`config.mk`:
```
export PLATFORM = sky130hd
export DESIGN_NAME = e8e9_stream_decoder_core
export DESIGN_NICKNAME = d
export VERILOG_FILES = /design/src/design/e8e9_pkg.sv /design/src/design/e8e9_restore.sv /design/src/design/e8e9_stream_decoder_core.sv
export VERILOG_INCLUDE_DIRS = /design/src /design/src/design
export SDC_FILE = /design/constraint.sdc
export NUM_CORES = 1
export LEC_CHECK = 0
export ABC_AREA = 1
export BUFFER_PORTS_ARGS = -buffer_cell sky130_fd_sc_hd__buf_2
export CELL_PAD_IN_SITES_DETAIL_PLACEMENT = 0
export CELL_PAD_IN_SITES_GLOBAL_PLACEMENT = 1
export CORE_MARGIN = 1.5
export CORE_UTILIZATION = 45
export CTS_CLUSTER_SIZE = 28
export DETAILED_ROUTE_END_ITERATION = 7
export PLACE_DENSITY_LB_ADDON = 0.1
export SLEW_MARGIN = 20
export SYNTH_ARGS = -nofsm -noshare
export SYNTH_HDL_FRONTEND = slang
export SYNTH_SLANG_ARGS = --single-unit
```
`constraint.sdc`:
```
create_clock -name clk -period 4.9 [get_ports clk]
set_clock_uncertainty 0.05 [all_clocks]
set_input_delay 0.245 -clock clk [delete_from_list [all_inputs] [get_ports clk]]
set_output_delay 0.245 -clock clk [all_outputs]
set_load 0.01 [all_outputs]
```
`src/design/e8e9_stream_decoder_core_defines.svh`:
```
// Assertion macros used by the E8/E9 stream decoder core.
`ifndef E8E9_STREAM_DECODER_CORE_DEFINES_SVH
`define E8E9_STREAM_DECODER_CORE_DEFINES_SVH

// Same-cycle implication, checked at every rising clock edge outside reset.
`define E8E9_ASSERT_NOW(label, cond_a, cond_b) \
    label: assert property (@(posedge clk) disable iff (!rst_n) (cond_a) |-> (cond_b)) \
        else $error("e8e9 assertion failed");

// Next-cycle implication, checked at every rising clock edge outside reset.
`define E8E9_ASSERT_NEXT(label, cond_a, cond_b) \
    label: assert property (@(posedge clk) disable iff (!rst_n) (cond_a) |=> (cond_b)) \
        else $error("e8e9 assertion failed");

`endif

```
`src/design/e8e9_pkg.sv`:
```
// Package with the types and constants of the E8/E9 stream decoder.
package e8e9_pkg;

    // Shifted window, entry 0 newest, entry 5 oldest.
    typedef logic [5:0][7:0] win_t;
    // Held bytes between items, entry 0 newest.
    typedef logic [4:0][7:0] hold_t;

    localparam logic [7:0]  XOR_KEY   = 8'hB0;
    localparam logic [7:0]  OP_CALL   = 8'hE8;
    localparam logic [7:0]  OP_JMP    = 8'hE9;
    localparam logic [7:0]  OP_ESC    = 8'h0F;
    localparam logic [7:0]  JCC_MASK  = 8'hF0;
    localparam logic [7:0]  JCC_HIGH  = 8'h80;
    localparam logic [7:0]  TOP_POS   = 8'h00;
    localparam logic [7:0]  TOP_NEG   = 8'hFF;

    localparam logic [2:0]  HOLD_BYTES = 3'd5;
    localparam logic [2:0]  MAX_WORDS  = 3'd6;
    localparam logic [31:0] POS_RESET  = 32'd6;

endpackage

```
`src/design/e8e9_restore.sv`:
```
// Address restore unit: detects a call or jump in the window and undoes the rewrite.
module e8e9_restore #(
    parameter int unsigned BLOCK_BYTES = 65536
) (
    input  e8e9_pkg::win_t win,
    input  logic [31:0]    pos,
    input  logic [31:0]    off,
    output e8e9_pkg::win_t win_out
);

    localparam logic [31:0] BLOCK_MASK = ~(32'(BLOCK_BYTES) - 32'd1);

    logic        top_ok;
    logic        op_ok;
    logic        in_block;
    logic [31:0] pos_m1;
    logic [31:0] pos_m6;
    logic [31:0] abs_addr;
    logic [31:0] rel_addr;

    always_comb
    begin
        top_ok = (win[0] == e8e9_pkg::TOP_POS) || (win[0] == e8e9_pkg::TOP_NEG);
        op_ok  = (win[4] == e8e9_pkg::OP_CALL) || (win[4] == e8e9_pkg::OP_JMP) ||
                 ((win[5] == e8e9_pkg::OP_ESC) &&
                  ((win[4] & e8e9_pkg::JCC_MASK) == e8e9_pkg::JCC_HIGH));
        // The six bytes of the window must sit in one block.
        pos_m1   = pos - 32'd1;
        pos_m6   = pos - 32'd6;
        in_block = ((pos_m1 ^ pos_m6) & BLOCK_MASK) == 32'd0;

        abs_addr = {win[0], win[3] ^ e8e9_pkg::XOR_KEY, win[2] ^ e8e9_pkg::XOR_KEY,
                    win[1] ^ e8e9_pkg::XOR_KEY};
        // off already holds position plus segment base.
        rel_addr = abs_addr - off;
        rel_addr[31:25] = {7{rel_addr[24]}};

        win_out = win;
        if (top_ok && op_ok && in_block)
        begin
            win_out[3] = rel_addr[7:0];
            win_out[2] = rel_addr[15:8];
            win_out[1] = rel_addr[23:16];
            win_out[0] = rel_addr[31:24];
        end
    end

endmodule

```
`src/design/e8e9_stream_decoder_core.sv`:
```
// Top level of the E8/E9 stream decoder: window, counters and output word buffer.
//
//   Channel   Signals                               Payload
//   input     s_axis_tvalid/tready/tdata/tlast      data_byte, end_of_segment
//   output    m_axis_tvalid/tready/tdata/tlast      out_byte, out_last
//   config    cfg_wr_en, cfg_wr_data                segment_base
//
// One input word is taken per cycle unless the output stalls. A fill byte yields no output
// word and a steady-state byte yields one, so a segment streams at one word per cycle.
// The final byte of a segment yields up to six words from the output buffer;
// the next input word waits until that buffer drains down to its last word.
// Reset (rst_n, asynchronous, active low) empties the buffer and resets the counters.
// A stall on the output side holds the buffered words and blocks new input.
`include "e8e9_stream_decoder_core_defines.svh"

module e8e9_stream_decoder_core #(
    parameter int unsigned BLOCK_BYTES = 65536
) (
    input  logic        clk,
    input  logic        rst_n,

    input  logic        s_axis_tvalid,
    output logic        s_axis_tready,
    input  logic [7:0]  s_axis_tdata,    // [7:0] data_byte
    input  logic        s_axis_tlast,    // end_of_segment

    output logic        m_axis_tvalid,
    input  logic        m_axis_tready,
    output logic [7:0]  m_axis_tdata,    // [7:0] out_byte
    output logic        m_axis_tlast,    // out_last

    input  logic        cfg_wr_en,
    input  logic [31:0] cfg_wr_data      // segment_base
);

    // Segment state. off_reg tracks position_reg plus base_reg so that the
    // restore path needs only one subtraction.
    e8e9_pkg::hold_t win_reg,  win_next;
    logic [2:0]      fill_reg, fill_next;
    logic [31:0]     position_reg, position_next;
    logic [31:0]     off_reg, off_next;
    logic [31:0]     base_reg, base_next;

    // Output buffer: entry 0 is the word on the master side.
    logic [5:0][7:0] pend_reg, pend_next;
    logic [2:0]      pend_cnt_reg, pend_cnt_next;
    logic            pend_last_reg, pend_last_next;

    e8e9_pkg::win_t  shifted;
    e8e9_pkg::win_t  restored;
    logic            s_accept;
    logic            m_accept;
    logic            fill_done;
    logic [2:0]      src_idx;

    assign m_axis_tvalid = pend_cnt_reg != 3'd0;
    assign m_axis_tdata  = pend_reg[0];
    assign m_axis_tlast  = pend_last_reg && (pend_cnt_reg == 3'd1);
    // Accept when the buffer will be empty after this edge.
    assign s_axis_tready = (pend_cnt_reg == 3'd0) ||
                           ((pend_cnt_reg == 3'd1) && m_axis_tready);

    assign s_accept  = s_axis_tvalid && s_axis_tready;
    assign m_accept  = m_axis_tvalid && m_axis_tready;
    assign fill_done = fill_reg == e8e9_pkg::HOLD_BYTES;

    always_comb
    begin
        shifted[0] = s_axis_tdata;
        for (int i = 1; i < 6; i++)
        begin
            shifted[i] = win_reg[i - 1];
        end
    end

    e8e9_restore #(
        .BLOCK_BYTES (BLOCK_BYTES)
    ) u_restore (
        .win     (shifted),
        .pos     (position_reg),
        .off     (off_reg),
        .win_out (restored)
    );

    always_comb
    begin
        win_next       = win_reg;
        fill_next      = fill_reg;
        position_next  = position_reg;
        off_next       = off_reg;
        base_next      = base_reg;
        pend_next      = pend_reg;
        pend_cnt_next  = pend_cnt_reg;
        pend_last_next = pend_last_reg;
        src_idx        = 3'd0;

        // Drain one word; the buffer shifts toward entry 0.
        if (m_accept)
        begin
            for (int k = 0; k < 5; k++)
            begin
                pend_next[k] = pend_reg[k + 1];
            end
            pend_cnt_next = pend_cnt_reg - 3'd1;
        end

        if (s_accept)
        begin
            pend_last_next = s_axis_tlast;
            if (!fill_done)
            begin
                if (s_axis_tlast)
                begin
                    // Short segment: held bytes oldest first, then the new byte.
                    for (int k = 0; k < 6; k++)
                    begin
                        src_idx = 3'(fill_reg - 3'd1 - 3'(k));
                        if (3'(k) < fill_reg)
                        begin
                            pend_next[k] = win_reg[src_idx];
                        end
                        else if (3'(k) == fill_reg)
                        begin
                            pend_next[k] = s_axis_tdata;
                        end
                    end
                    pend_cnt_next = fill_reg + 3'd1;
                    fill_next     = 3'd0;
                end
                else
                begin
                    win_next      = shifted[4:0];
                    fill_next     = fill_reg + 3'd1;
                    pend_cnt_next = 3'd0;
                end
            end
            else
            begin
                // Steady state: emit the oldest byte; on the final byte also
                // flush the five remaining bytes unchanged.
                pend_next[0] = shifted[5];
                pend_next[1] = shifted[4];
                pend_next[2] = restored[3];
                pend_next[3] = restored[2];
                pend_next[4] = restored[1];
                pend_next[5] = restored[0];
                win_next     = {shifted[4], restored[3], restored[2], restored[1],
                                restored[0]};
                if (s_axis_tlast)
                begin
                    pend_cnt_next = e8e9_pkg::MAX_WORDS;
                    fill_next     = 3'd0;
                    position_next = e8e9_pkg::POS_RESET;
                    off_next      = e8e9_pkg::POS_RESET + base_reg;
                end
                else
                begin
                    pend_cnt_next = 3'd1;
                    position_next = position_reg + 32'd1;
                    off_next      = off_reg + 32'd1;
                end
            end
        end

        // The user must write only while the block is idle; the block itself does not enforce it.
        if (cfg_wr_en)
        begin
            base_next = cfg_wr_data;
            off_next  = position_reg + cfg_wr_data;
        end
    end

    always_ff @(posedge clk or negedge rst_n)
    begin
        if (!rst_n)
        begin
            fill_reg      <= 3'd0;
            position_reg  <= e8e9_pkg::POS_RESET;
            off_reg       <= e8e9_pkg::POS_RESET;
            base_reg      <= 32'd0;
            pend_cnt_reg  <= 3'd0;
            pend_last_reg <= 1'b0;
        end
        else
        begin
            fill_reg      <= fill_next;
            position_reg  <= position_next;
            off_reg       <= off_next;
            base_reg      <= base_next;
            pend_cnt_reg  <= pend_cnt_next;
            pend_last_reg <= pend_last_next;
        end
    end

    always_ff @(posedge clk)
    begin
        win_reg  <= win_next;
        pend_reg <= pend_next;
    end

    `E8E9_ASSERT_NOW(a_pend_bound, 1'b1, pend_cnt_reg <= e8e9_pkg::MAX_WORDS)
    `E8E9_ASSERT_NOW(a_off_tracks, 1'b1, off_reg == position_reg + base_reg)
    `E8E9_ASSERT_NEXT(a_fill_silent, s_accept && !fill_done && !s_axis_tlast, pend_cnt_reg == 3'd0)
    `E8E9_ASSERT_NEXT(a_seg_clear, s_accept && s_axis_tlast, (fill_reg == 3'd0) && (position_reg == e8e9_pkg::POS_RESET))

endmodule

```
==> summary.md <==
| Metric | Value |
|---|---|
| Clock slew at reported path FFs | 0.07 ns |
| Final-report hold violation count | 0 |
| Cell count after synthesis | ~2.6k |
| Hold wc startpoint | cfg_wr_data[10] |
| Number of fill cells | 3722 |
| Max IR drop VDD | roughly 290 uV |
| CTS Sinks | between 150 and 200 |
| Port Buf Inserts | roughly 50 |
| Pins over their slew limit | 0 |
| H-tree depth | 4 |
| Psw | 4.59 mW |
| Critical path class | reg -> reg |
| Worst slew pin tran | roughly 1.1 ns |
| Synth area leaders | nand2_1 20%, dfrtp_1 12%, edfxtp_1 9.2%, o21ai_0 7.9%, inv_1 7.3% |
| CTS tree | yes |
| Proportion of synthesized area in mux cells | 0.255% |
| First-pass GRT wire length | 90.7 mm |
| Post-synth top area cell | nand2_1 |
| FF-to-FF path depth | 6 |
| Status | finished clean |
| Mean routed wirelength per cell | 19.6 um |
| Most common cell after layout, fill and taps aside | nand2_1 |
| Area Growth Syn to Fin | 6.62% |
| Post-synth top flop | dfrtp_1 |
| Post-synthesis simple-gate area fraction | 35.1% |
| Hold Path Sink | base_reg[10]$_DFFE_PN0P_ |
| Post-DP HPWL | 45.8 mm |
| CORE AREA | roughly 34000 um^2 |
| Fin Hold WS | 0.0182 ns |
| Post-synth top area share | 19.8% |
| Setup TNS | 0 ns |
| Pint | 4.22 mW |
| Min-Delay Path Depth | 3 |
| Asr flop ratio synth | 48.2% |
| DRC Markers | 0 |
| Class of the worst hold path | in -> reg |
| Pin count of the biggest net entering global routing | 76 |
| CP endpoint kind | flip-flop |
| CP required | 4.94 ns |
| Switching part of the total | between 50% and 60% |
| Netlist cell types | 58 |
| Critical Path AT | 3.49 ns |
| Num CTS Buffers | 17 |
| Critical path fanouts, max | 33 |
| Max Cap Viol | 0 |
| Adder-Cell Fraction of Synth Area | slightly above 5% |
| Clk pwr share | between 10% and 20% |
| Die Wd | 190 um |
| Most frequent cells in the layout | 831 x nand2_1, 304 x inv_1, 247 x o21ai_0, 205 x nor2_1, 178 x a21oi_1 |
| Worst-Skew Late Latency | 0.46 ns |
| Drt first-iter violations | 1565 |
| Final min period | 3.45 ns |
| Setup Fix Bufs, Post-CTS | 0 |
| Number of synthesized register bits | 170 |
| Complex-gate fraction of the synthesized area | a little under a fifth |
| Vias in the first global route | 15.7k |
| ANT cells | 0 |
| Hold-fix buffers, CTS | 5 |
| Final core occ | 48.6% |
| Syn. warnings | 0 |
| Max-slew headroom | 26.1% |
| RSZ-0062 raised after global routing | no |
| CTS Buffer Depth | 2 |
| Vias/cell | 5.61 |
| # IOs | 57 |
| Share of cells above drive strength 1 | 6.17% |
| Reg2reg setup slack | between 1 and 1.5 ns |
| # rows | 68 |
| Initial antenna violation count | 0 |
| Seq/Total Area, Yosys | between 20% and 30% |
| Net Count, Synth | about 2.7k |
| Routability Congestion | between 0.9 and 1 |
| Crit start category | flip-flop |
| Congestion Overflow GR | 0 |
| Total GRT Usage | 33.1% |
| Initial DRT Pass Iterations | 6 |
| # nets final | 2656 |
| Mapped cell area | 15700 um^2 |
| DRT antenna net count | 0 |
| Root Buffer Master | clkbuf_16 |
| Die height | 190 um |
| Main combinational cell family by area after synthesis | simple AND/OR/NAND/NOR gates |
| Tcrit/Tclk final | a little over two thirds |
| RR Endpoint | shifted[21]$_DFFE_PP_ |
| Pleak | roughly 8.1 nW |
| Starting Density | a little under half |
| RR Startpoint | fill_reg[2]$_DFFE_PN0P_ |
| Synth Area in XOR/XNOR | about 2.4% |
| Post-Syn Area per Cell | 6.15 um^2 |
| Die area | 36100 um^2 |
| Post_cts resized | 0 |
| Comb pwr share | 58.0% |
| Post-synth EDFFs | 48 |
| Routed WL | 59.0 mm |
| Sequential power share | 26.3% |
| # setup viols final | 0 |
| Pwr per Cell Area | 525 nW/um^2 |
| Vias | 16.9k |
| FMAX | 290 MHz |
==> synthesized netlist by cell type (all sizes together) (4+ instances only) <==
| cell type | instances |
|---|---|
| o221ai | 6 |
| o211ai | 13 |
| a21oi | 180 |
| dfxtp | 40 |
| inv | 325 |
| o21bai | 4 |
| dfrtp | 78 |
| mux2i | 4 |
| xnor2 | 6 |
| clkbuf | 31 |
| dfstp | 4 |
| ha | 61 |
| edfxtp | 48 |
| nand2 | 845 |
| nand3 | 134 |
| o31ai | 6 |
| nor2 | 217 |
| nor3 | 47 |
| or2 | 4 |
| o21ai | 273 |
| nand3b | 11 |
| o22ai | 16 |
| xor2 | 37 |
| buf | 65 |
| and2 | 6 |
| a31oi | 20 |
| nand4 | 44 |
| a22oi | 15 |
==> power by group through the flow <==
stage | logic [mW] | clock network, mW | registers (mW)
after floorplan | 3.73 | 0 | 2.15
after global placement | 4.93 | 0 | 2.33
after detailed placement | 4.99 | 0 | 2.33
after CTS | 5.02 | 1.40 | 2.31
after global routing | 5.72 | 1.45 | 2.35
final | 5.10 | 1.39 | 2.31
==> cell families (layout without fill, tap and decap cells) <==
kind of cell,count (synthesis),in the layout
compound gates,542,542
xor+xnor,43,43
mux,4,4
buf+inv,422,425
flops,170,170
fa+ha+maj,63,63
simple gates,1313,1313
==> critical path, stage by stage (launching register included) <==
cell and delay [ns]:
dfrtp_1 1.03, nand3_4 0.39, nand2_2 0.13, buf_4 0.27, inv_2 0.33, nor2_4 0.35
buf_4 0.48
==> metal layers <==
layer / share of wire, % / GRT usage, % / wire length (um) / vias up
met5: 0 / 0 / 0 / -
met4: 4.1 / 14.3 / 2440 / 0
met3: 5.3 / 2.80 / 3120 / 106
met2: 47 / 55.8 / 27700 / 605
met1: 44 / 43.3 / 25700 / 7865
li1: - / - / - / 8342
==> layout make-up <==
class	instances	area, um^2	share of cell area (%)
Multi-Input combinational cell	1965	9690	57.8
Clock inverter	6	58.8	0.351
Tap cell	455	569	3.40
Sequential cell	170	4300	25.7
Timing Repair Buffer	67	395	2.36
Inverter	326	1230	7.34
Clock buffer	26	522	3.11
==> how the worst max path moves through the flow <==
stage,cells after the start,slack [ns],from,to
4_1_cts,7,1.54,fill_reg[0]$_DFFE_PN0P_,shifted[31]$_DFFE_PP_
3_5_place_dp,7,1.56,fill_reg[0]$_DFFE_PN0P_,shifted[13]$_DFFE_PP_
5_1_grt,7,1.34,fill_reg[0]$_DFFE_PN0P_,shifted[31]$_DFFE_PP_
3_3_place_gp,7,1.63,fill_reg[0]$_DFFE_PN0P_,shifted[13]$_DFFE_PP_
6_report,6,1.45,fill_reg[2]$_DFFE_PN0P_,shifted[21]$_DFFE_PP_
2_1_floorplan,8,1.36,fill_reg[1]$_DFFE_PN0P_,shifted[10]$_DFFE_PP_
==> per-stage QoR <==
| stage | cell area (um^2) | setup WS (ns) | power (mW) | cells |
|---|---|---|---|---|
| floorplan | 15700 | 1.36 | 5.88 | 2557 |
| global placement | 16100 | 1.63 | 7.25 | 2978 |
| detailed placement | 16100 | 1.56 | 7.32 | 2978 |
| CTS | 16800 | 1.54 | 8.72 | 3015 |
| global route | 16800 | 1.34 | 9.53 | 3015 |
| finish | 16800 | 1.45 | 8.80 | 3015 |
No activity file was read; power rests on OpenSTA's default activity.
